[src/sv/vfc_pkg.sv]
package vfc_pkg;

  localparam int DEF_VOLUME_BITS = 16;
  localparam int DEF_TICK_BITS   = 16;

  // input event kinds
  typedef enum logic [1:0] {
    KIND_TICK  = 2'd0,
    KIND_PLAY  = 2'd1,
    KIND_PAUSE = 2'd2,
    KIND_STOP  = 2'd3
  } kind_t;

  // armed transport command, same encoding as the event kinds
  typedef enum logic [1:0] {
    CMD_IDLE  = 2'd0,
    CMD_PLAY  = 2'd1,
    CMD_PAUSE = 2'd2,
    CMD_STOP  = 2'd3
  } cmd_t;

  typedef enum logic [1:0] {
    ACT_NONE        = 2'd0,
    ACT_START       = 2'd1,
    ACT_STOP        = 2'd2,
    ACT_STOP_REWIND = 2'd3
  } action_t;

  // configuration register indexes
  localparam logic [1:0] CFG_FADE_ENABLE   = 2'd0;
  localparam logic [1:0] CFG_FADE_TICKS    = 2'd1;
  localparam logic [1:0] CFG_TARGET_VOLUME = 2'd2;

  typedef enum logic [1:0] {
    ST_IDLE,
    ST_CALC,
    ST_WRITE
  } ctrl_state_t;

  typedef enum logic [1:0] {
    MD_IDLE,
    MD_MUL,
    MD_DIV
  } md_phase_t;

endpackage

[src/sv/vfc_muldiv.sv]
// bit-serial unit: quot = mult_a * vol_b / divisor
// requires mult_a * vol_b < divisor * 2**VOLUME_BITS so the quotient fits
module vfc_muldiv #(
  parameter int VOLUME_BITS = vfc_pkg::DEF_VOLUME_BITS,
  parameter int TICK_BITS   = vfc_pkg::DEF_TICK_BITS
) (
  input  logic                   clk,
  input  logic                   rst,
  input  logic                   start,
  input  logic [TICK_BITS-1:0]   mult_a,
  input  logic [VOLUME_BITS-1:0] vol_b,
  input  logic [TICK_BITS-1:0]   divisor,
  output logic                   done,
  output logic [VOLUME_BITS-1:0] quot
);

  localparam int CW = $clog2(VOLUME_BITS);

  vfc_pkg::md_phase_t phase, phase_next;

  logic [CW-1:0]          cnt;
  logic [TICK_BITS:0]     hi;
  logic [VOLUME_BITS-1:0] lo;
  logic [TICK_BITS-1:0]   m_reg;
  logic [TICK_BITS-1:0]   d_reg;

  logic [TICK_BITS:0] sum;
  logic [TICK_BITS:0] trial;
  logic [TICK_BITS:0] diff;
  logic               ge;
  logic               last;

  always_comb begin
    sum   = hi + {1'b0, m_reg};
    trial = {hi[TICK_BITS-1:0], lo[VOLUME_BITS-1]};
    ge    = trial >= {1'b0, d_reg};
    diff  = trial - {1'b0, d_reg};
    last  = cnt == CW'(VOLUME_BITS - 1);
  end

  always_comb begin
    phase_next = phase;
    unique case (phase)
      vfc_pkg::MD_IDLE: begin
        if (start) phase_next = vfc_pkg::MD_MUL;
      end
      vfc_pkg::MD_MUL: begin
        if (last) phase_next = vfc_pkg::MD_DIV;
      end
      vfc_pkg::MD_DIV: begin
        if (last) phase_next = vfc_pkg::MD_IDLE;
      end
      default: phase_next = vfc_pkg::MD_IDLE;
    endcase
  end

  always_ff @(posedge clk) begin
    if (rst) begin
      phase <= vfc_pkg::MD_IDLE;
      cnt   <= '0;
      done  <= 1'b0;
    end else begin
      phase <= phase_next;
      done  <= (phase == vfc_pkg::MD_DIV) && last;
      if (phase == vfc_pkg::MD_IDLE || last) begin
        cnt <= '0;
      end else begin
        cnt <= cnt + CW'(1);
      end
    end
  end

  // one shift register: product builds lsb first into hi/lo, then the
  // remainder sits in hi while quotient bits shift into lo
  always_ff @(posedge clk) begin
    if (start && phase == vfc_pkg::MD_IDLE) begin
      hi    <= '0;
      lo    <= vol_b;
      m_reg <= mult_a;
      d_reg <= divisor;
    end else if (phase == vfc_pkg::MD_MUL) begin
      if (lo[0]) begin
        hi <= {1'b0, sum[TICK_BITS:1]};
        lo <= {sum[0], lo[VOLUME_BITS-1:1]};
      end else begin
        hi <= {1'b0, hi[TICK_BITS:1]};
        lo <= {hi[0], lo[VOLUME_BITS-1:1]};
      end
    end else if (phase == vfc_pkg::MD_DIV) begin
      hi <= ge ? diff : trial;
      lo <= {lo[VOLUME_BITS-2:0], ge};
    end
  end

  assign quot = lo;

  a_start_idle: assert property (@(posedge clk) disable iff (rst)
    start |-> phase == vfc_pkg::MD_IDLE)
    else $error("muldiv started while busy");

  a_rem_below_div: assert property (@(posedge clk) disable iff (rst)
    (phase == vfc_pkg::MD_DIV) |-> hi < {1'b0, d_reg})
    else $error("division remainder not below divisor");

endmodule

[src/sv/volume_fade_controller.sv]
// channel  direction  handshake            payload
// cfg      in         cfg_valid/cfg_ready  cfg_index, cfg_data
// in       in         in_valid/in_stall    kind, tick_amount
// out      out        out_valid/out_stall  volume_out, volume_write, transport_action, fading
//
// play/pause/stop events give no transaction on out
// a tick with a ready answer goes straight to the write state; a tick inside a ramp
// first waits in the calc state for the bit-serial multiply then divide unit
// the next item is taken once the result sits in the output register
// rst is synchronous; registers reset to fade on, 1 tick, full target volume
module volume_fade_controller #(
  parameter int VOLUME_BITS = vfc_pkg::DEF_VOLUME_BITS,
  parameter int TICK_BITS   = vfc_pkg::DEF_TICK_BITS
) (
  input  logic                   clk,
  input  logic                   rst,
  input  logic                   cfg_valid,
  output logic                   cfg_ready,
  input  logic [1:0]             cfg_index,
  input  logic [((VOLUME_BITS > TICK_BITS) ? VOLUME_BITS : TICK_BITS)-1:0] cfg_data,
  input  logic                   in_valid,
  output logic                   in_stall,
  input  logic [1:0]             kind,
  input  logic [TICK_BITS-1:0]   tick_amount,
  output logic                   out_valid,
  input  logic                   out_stall,
  output logic [VOLUME_BITS-1:0] volume_out,
  output logic                   volume_write,
  output logic [1:0]             transport_action,
  output logic                   fading
);

  vfc_pkg::ctrl_state_t state, state_next;

  logic                   fade_enable;
  logic [TICK_BITS-1:0]   fade_ticks;
  logic [VOLUME_BITS-1:0] target_volume;

  vfc_pkg::cmd_t          pending, pending_next;
  logic [TICK_BITS:0]     elapsed, elapsed_next;
  logic [VOLUME_BITS-1:0] start_volume, start_volume_next;
  logic [VOLUME_BITS-1:0] current_volume, current_volume_next;

  logic                   res_write, res_write_next;
  vfc_pkg::action_t       res_action, res_action_next;
  logic                   res_fading, res_fading_next;

  logic                   in_accept;
  logic                   out_free;
  logic                   calc;
  logic [TICK_BITS-1:0]   len;
  logic [TICK_BITS:0]     e_sum;
  logic                   fits;
  logic                   e_lt;
  logic [TICK_BITS-1:0]   md_m;
  logic [VOLUME_BITS-1:0] md_vol;
  logic                   md_done;
  logic [VOLUME_BITS-1:0] md_quot;

  assign cfg_ready = 1'b1;
  assign in_stall  = state != vfc_pkg::ST_IDLE;
  assign in_accept = in_valid && !in_stall;
  assign out_free  = !out_valid || !out_stall;

  always_comb begin
    len   = (fade_ticks == '0) ? {{(TICK_BITS-1){1'b0}}, 1'b1} : fade_ticks;
    e_sum = elapsed + {1'b0, tick_amount};
    fits  = elapsed <= {1'b0, fade_ticks};
    e_lt  = e_sum < {1'b0, len};
  end

  // effect of one accepted item on the fade state
  always_comb begin
    pending_next        = pending;
    elapsed_next        = elapsed;
    start_volume_next   = start_volume;
    current_volume_next = current_volume;
    res_write_next      = 1'b0;
    res_action_next     = vfc_pkg::ACT_NONE;
    res_fading_next     = 1'b0;
    calc                = 1'b0;
    md_m                = e_sum[TICK_BITS-1:0];
    md_vol              = target_volume;
    if (kind != vfc_pkg::KIND_TICK) begin
      pending_next = vfc_pkg::cmd_t'(kind);
      elapsed_next = '0;
    end else if (!fade_enable) begin
      res_action_next = vfc_pkg::action_t'(pending);
    end else begin
      case (pending) inside
        vfc_pkg::CMD_IDLE: begin
        end
        vfc_pkg::CMD_PLAY: begin
          if (elapsed == '0) res_action_next = vfc_pkg::ACT_START;
          if (fits) begin
            elapsed_next    = e_sum;
            res_write_next  = 1'b1;
            res_fading_next = 1'b1;
            // at or past the fade length the ramp is clamped to target
            if (e_lt) begin
              calc = 1'b1;
            end else begin
              current_volume_next = target_volume;
            end
          end else begin
            elapsed_next = '0;
            pending_next = vfc_pkg::CMD_IDLE;
          end
        end
        vfc_pkg::CMD_PAUSE, vfc_pkg::CMD_STOP: begin
          if (elapsed == '0) start_volume_next = current_volume;
          if (fits) begin
            elapsed_next    = e_sum;
            res_write_next  = 1'b1;
            res_fading_next = 1'b1;
            md_m            = len - e_sum[TICK_BITS-1:0];
            md_vol          = (elapsed == '0) ? current_volume : start_volume;
            if (e_lt) begin
              calc = 1'b1;
            end else begin
              current_volume_next = '0;
            end
          end else begin
            res_action_next = vfc_pkg::action_t'(pending);
            elapsed_next    = '0;
            pending_next    = vfc_pkg::CMD_IDLE;
          end
        end
        default: begin
        end
      endcase
    end
  end

  always_comb begin
    state_next = state;
    unique case (state)
      vfc_pkg::ST_IDLE: begin
        if (in_accept && kind == vfc_pkg::KIND_TICK) begin
          state_next = calc ? vfc_pkg::ST_CALC : vfc_pkg::ST_WRITE;
        end
      end
      vfc_pkg::ST_CALC: begin
        if (md_done) state_next = vfc_pkg::ST_WRITE;
      end
      vfc_pkg::ST_WRITE: begin
        if (out_free) state_next = vfc_pkg::ST_IDLE;
      end
      default: state_next = vfc_pkg::ST_IDLE;
    endcase
  end

  always_ff @(posedge clk) begin
    if (rst) begin
      state          <= vfc_pkg::ST_IDLE;
      fade_enable    <= 1'b1;
      fade_ticks     <= {{(TICK_BITS-1){1'b0}}, 1'b1};
      target_volume  <= '1;
      pending        <= vfc_pkg::CMD_IDLE;
      elapsed        <= '0;
      start_volume   <= '1;
      current_volume <= '1;
      out_valid      <= 1'b0;
    end else begin
      state <= state_next;
      if (cfg_valid && cfg_ready) begin
        case (cfg_index)
          vfc_pkg::CFG_FADE_ENABLE:   fade_enable   <= cfg_data[0];
          vfc_pkg::CFG_FADE_TICKS:    fade_ticks    <= cfg_data[TICK_BITS-1:0];
          vfc_pkg::CFG_TARGET_VOLUME: target_volume <= cfg_data[VOLUME_BITS-1:0];
          default: begin
          end
        endcase
      end
      if (in_accept) begin
        pending        <= pending_next;
        elapsed        <= elapsed_next;
        start_volume   <= start_volume_next;
        current_volume <= current_volume_next;
      end else if (state == vfc_pkg::ST_CALC && md_done) begin
        current_volume <= md_quot;
      end
      if (state == vfc_pkg::ST_WRITE && out_free) begin
        out_valid <= 1'b1;
      end else if (!out_stall) begin
        out_valid <= 1'b0;
      end
    end
  end

  always_ff @(posedge clk) begin
    if (in_accept) begin
      res_write  <= res_write_next;
      res_action <= res_action_next;
      res_fading <= res_fading_next;
    end
    if (state == vfc_pkg::ST_WRITE && out_free) begin
      volume_out       <= current_volume;
      volume_write     <= res_write;
      transport_action <= res_action;
      fading           <= res_fading;
    end
  end

  vfc_muldiv #(
    .VOLUME_BITS(VOLUME_BITS),
    .TICK_BITS  (TICK_BITS)
  ) u_muldiv (
    .clk    (clk),
    .rst    (rst),
    .start  (in_accept && kind == vfc_pkg::KIND_TICK && calc),
    .mult_a (md_m),
    .vol_b  (md_vol),
    .divisor(len),
    .done   (md_done),
    .quot   (md_quot)
  );

  a_load_from_write: assert property (@(posedge clk) disable iff (rst)
    $rose(out_valid) |-> $past(state == vfc_pkg::ST_WRITE))
    else $error("result loaded outside write state");

  a_done_in_calc: assert property (@(posedge clk) disable iff (rst)
    md_done |-> state == vfc_pkg::ST_CALC)
    else $error("muldiv finished with no tick waiting");

  a_fadein_clamp: assert property (@(posedge clk) disable iff (rst)
    (state == vfc_pkg::ST_WRITE && res_write && pending == vfc_pkg::CMD_PLAY)
      |-> current_volume <= target_volume)
    else $error("fade-in volume above target");

  a_no_write_when_off: assert property (@(posedge clk) disable iff (rst)
    (state == vfc_pkg::ST_WRITE && !fade_enable) |-> !res_write)
    else $error("volume write with fading disabled");

endmodule
[config.mk]
export PLATFORM = sky130hd
export DESIGN_NAME = volume_fade_controller
export DESIGN_NICKNAME = d
export VERILOG_FILES = /design/src/sv/vfc_pkg.sv /design/src/sv/vfc_muldiv.sv /design/src/sv/volume_fade_controller.sv
export SDC_FILE = /design/constraint.sdc
export NUM_CORES = 1
export LEC_CHECK = 0
export BUFFER_PORTS_ARGS = -buffer_cell sky130_fd_sc_hd__buf_2
export CAP_MARGIN = 5
export CORE_AREA = 2 2 185 150
export CTS_CLUSTER_DIAMETER = 40
export DETAILED_ROUTE_END_ITERATION = 10
export DIE_AREA = 0 0 187 152
export PLACE_DENSITY = 0.71
export SYNTH_ARGS = -nofsm -noshare
export SYNTH_HDL_FRONTEND = slang
export SYNTH_SLANG_ARGS = --single-unit
[constraint.sdc]
create_clock -name clk -period 13.6 [get_ports clk]
set_clock_uncertainty 0.2 [all_clocks]
set_input_delay 1.36 -clock clk [delete_from_list [all_inputs] [get_ports clk]]
set_output_delay 1.36 -clock clk [all_outputs]
set_load 0.01 [all_outputs]
==> metrics.cfg <==
[global_route]
grtUsageTotal_pct = 20.5
grt_max_degree = 84
grt_first_pass_wirelength_mm = 47.6
grt_pass1_vias = 9141
antenna_found_initial = 0
grt_overflow = 0

[clock_network]
cts_setup_buffers = 0
worstSkewPairLatency_ns = 0.44
h-tree-depth = 4
cts_tree = done
cts_sinks = 181
cts_resized = 0
root_buffer = clkbuf_16
cts_hold_buf = 0
cts_buffers = 17
clk_pin_slew_ns = 0.08
clk_path_buf_depth = 2

[worst_setup_path]
r2r-start = elapsed[0]$_SDFFE_PP0P_
endpoint_kind = register
rr_worst_depth = 18
crit_type = in2reg
crit_slowest_cell = buf_4
r2r_slack_ns = 7.75
cp.required_ns = 13.46
cpPeakStageDelay_ns = 0.77
cp_num_buf_inv = 3
crit_fanout = 83
path_cells = buf_2 -> ha_1 -> inv_1 -> fa_1 -> nand2b_1 -> a21o_1 -> a21oi_2 -> a21o_1 -> a21oi_1 -> xnor2_1 -> ha_1 -> a21oi_1 -> nor2b_1 -> o2111ai_1 -> nand3_1 -> a211o_1 -> nor4b_4 -> buf_4 -> nand2b_1
cp_top_family = compound AO/OA/AOI/OAI gates
worstSetupStartpoint = tick_amount[0]
critical_path.startpoint_type = input pin
r2r-end = u_muldiv.quot[1]$_DFFE_PP_
worstPathArrival_ns = 6.25

[floorplanning]
start_util_pct = 44.0
fp.coreArea_um2 = 26800
dieArea_um2 = 28400
die_x_um = 187
die-height_um = 152
fp-row-count = 54
ios = 64

[yosys]
synthAdderAreaFrac_pct = 11.2
synth-simple-area-share_pct = 17.7
syn_avg_cell_area_um2 = 8.90
yosys.area.top_type = dfxtp_1
synth_area_um2 = 11800
synth_xor_area_share_pct = 3.34
synth_area_leaders = dfxtp_1 19%, edfxtp_1 18%, ha_1 10%, mux2i_1 5.1%, nand2_1 4.5%
syn-instance-count = 1327
ys_seq_elements = 181
yosys_warnings = 0
ys.flop_type = dfxtp_1
yosysMostFrequentCell = nand2_1
synth.top_cells.by_count = 141 x nand2_1, 111 x dfxtp_1, 99 x ha_1
synth_cell_types = 79
synth-compound-area-share_pct = 18.4
synth_top_area_share_pct = 18.8
ys_seq_area_share_pct = 36.6
synth_top_family_by_area = compound AO/OA/AOI/OAI gates
synth-async-reset-ratio_pct = 0
synth_edf_count = 70
yosys-mux-area-fraction_pct = 7.00
postSynthNetCount = 1471

[timing]
post-route-period-util_pct = 47.0
rsz0062_at_grt = no
finalSetupTns_ns = 0
fmax_ghz = 0.156
finalWorstSetupSlack_ns = 7.21
drv_slew = 0
min_period_ns = 6.39
slew_headroom_pct = 16.1
finalSetupViolCount = 0
report.final.hold_viol_count = 0
tightest_slew_ns = 1.26

[detailed_routing]
wl_met2_mm = 13.2
totalWireLength_mm = 29.5
wl_met3_mm = 1.61
ant_nets = 0
vias = 9738
dr.first_iter.drc_count = 823
routedWlPerCell_um = 17.2
via_per_inst = 5.67
wirelength_met1_mm = 14.4
drc = 0
routed.top_layer = met4
drtPass1Iterations = 5

[hold_path]
hold_class = reg2reg
hold_path_end = transport_action[1]$_DFFE_PP_
min-delay-start = res_action[1]$_SDFFCE_PN0P_
min_path_cells = 0

[power]
p_leak_nw = 5.42
p_per_area_nw_per_um2 = 135
max-vdd-ir-drop_mv = 0.105

[placed_design]
dp_hpwl_mm = 21.4
pre_cts_ws_ns = 6.78
place.gp.congestion = 0.866
place.port_buffers = 62

[run_status]
status = finished, final reports clean

[cells_and_area]
area_growth_pct = 9.26
top_regs = elapsed x17, u_muldiv.hi x17
nFillCells = 2548
antennaDiodeCount = 0
final_util_pct = 48.1
drive_gt1_share_pct = 10.7
nNetsFinal = 1483

[job]
drv_cap = 0

[logic make-up (layout without fill, tap and decap cells)]
kind of cell               Yosys count  count (layout)
other                                1               1
adders and majority gates          103             103
muxes                               80              80
buffers and inverters              166             191
AOI/OAI and AO/OA                  324             324
xor gates and xnor gates            45              45
and+or+nand+nor                    427             427
DFF                                181             181
[layer usage]
metal  GRT usage (%)  up-vias
met5               0        -
met2            32.2      319
met3            2.93       27
met1            29.8     4620
li1                -     4772
met4            5.03        0
[metrics by stage]
stage	cells	power (mW)	instance area (um^2)	hold WS, ns
2_1_floorplan	1327	1.11	11800	0.200
3_3_place_gp	1684	1.22	12300	0.215
3_5_place_dp	1684	1.23	12300	0.215
4_1_cts	1716	1.73	12900	0.235
5_1_grt	1716	1.83	12900	0.244
6_report	1716	1.74	12900	0.233
[worst register-to-register path: stages (launching register included)]
cell,delay (ns)
dfxtp_1,0.42
ha_1,0.20
inv_1,0.05
fa_1,0.39
nand2b_1,0.18
a21o_1,0.19
a21oi_2,0.22
a21o_1,0.15
a21oi_1,0.07
xnor2_1,0.32
ha_1,0.37
a21oi_1,0.17
nor2b_1,0.06
o2111ai_1,0.19
nand3_1,0.12
a211o_1,0.39
nor4b_4,0.26
buf_4,0.77
nand2b_1,0.75
[power breakdown]
part           total [mW]  internal [mW]  switching [mW]
registers           0.652          0.601          0.0510
clock network       0.501          0.251           0.250
logic               0.582          0.252           0.331
[how the worst max path moves through the flow]
stage	cells after the start	slack, ns	to
after floorplan	18	7.96	u_muldiv.quot[0]$_DFFE_PP_
after global placement	19	6.95	u_muldiv.quot[2]$_DFFE_PP_
after detailed placement	19	6.78	u_muldiv.quot[3]$_DFFE_PP_
after CTS	19	7.21	u_muldiv.quot[1]$_DFFE_PP_
after global routing	19	6.74	u_muldiv.quot[1]$_DFFE_PP_
final	19	7.21	u_muldiv.quot[1]$_DFFE_PP_
[placed cells by master, fill, tap and decap left out, types with 39 or more instances in the layout]
master / count
nor2_1: 90
ha_1: 98
o21ai_0: 50
nand3_1: 39
nand2_1: 141
edfxtp_1: 70
a211oi_1: 44
mux2i_1: 60
a21oi_1: 89
buf_2: 62
inv_1: 88
dfxtp_1: 111
[layout make-up]
| class | instances | area (um^2) | share of cell area [%] |
|---|---|---|---|
| multi-input cells | 980 | 6810 | 52.8 |
| clock inverters | 14 | 175 | 1.36 |
| repair buffers | 69 | 363 | 2.81 |
| inverters | 90 | 338 | 2.62 |
| clock buffers | 18 | 429 | 3.33 |
| well taps | 364 | 455 | 3.53 |
| flip-flops and latches | 181 | 4320 | 33.5 |
No activity file was read; power rests on OpenSTA's default activity.
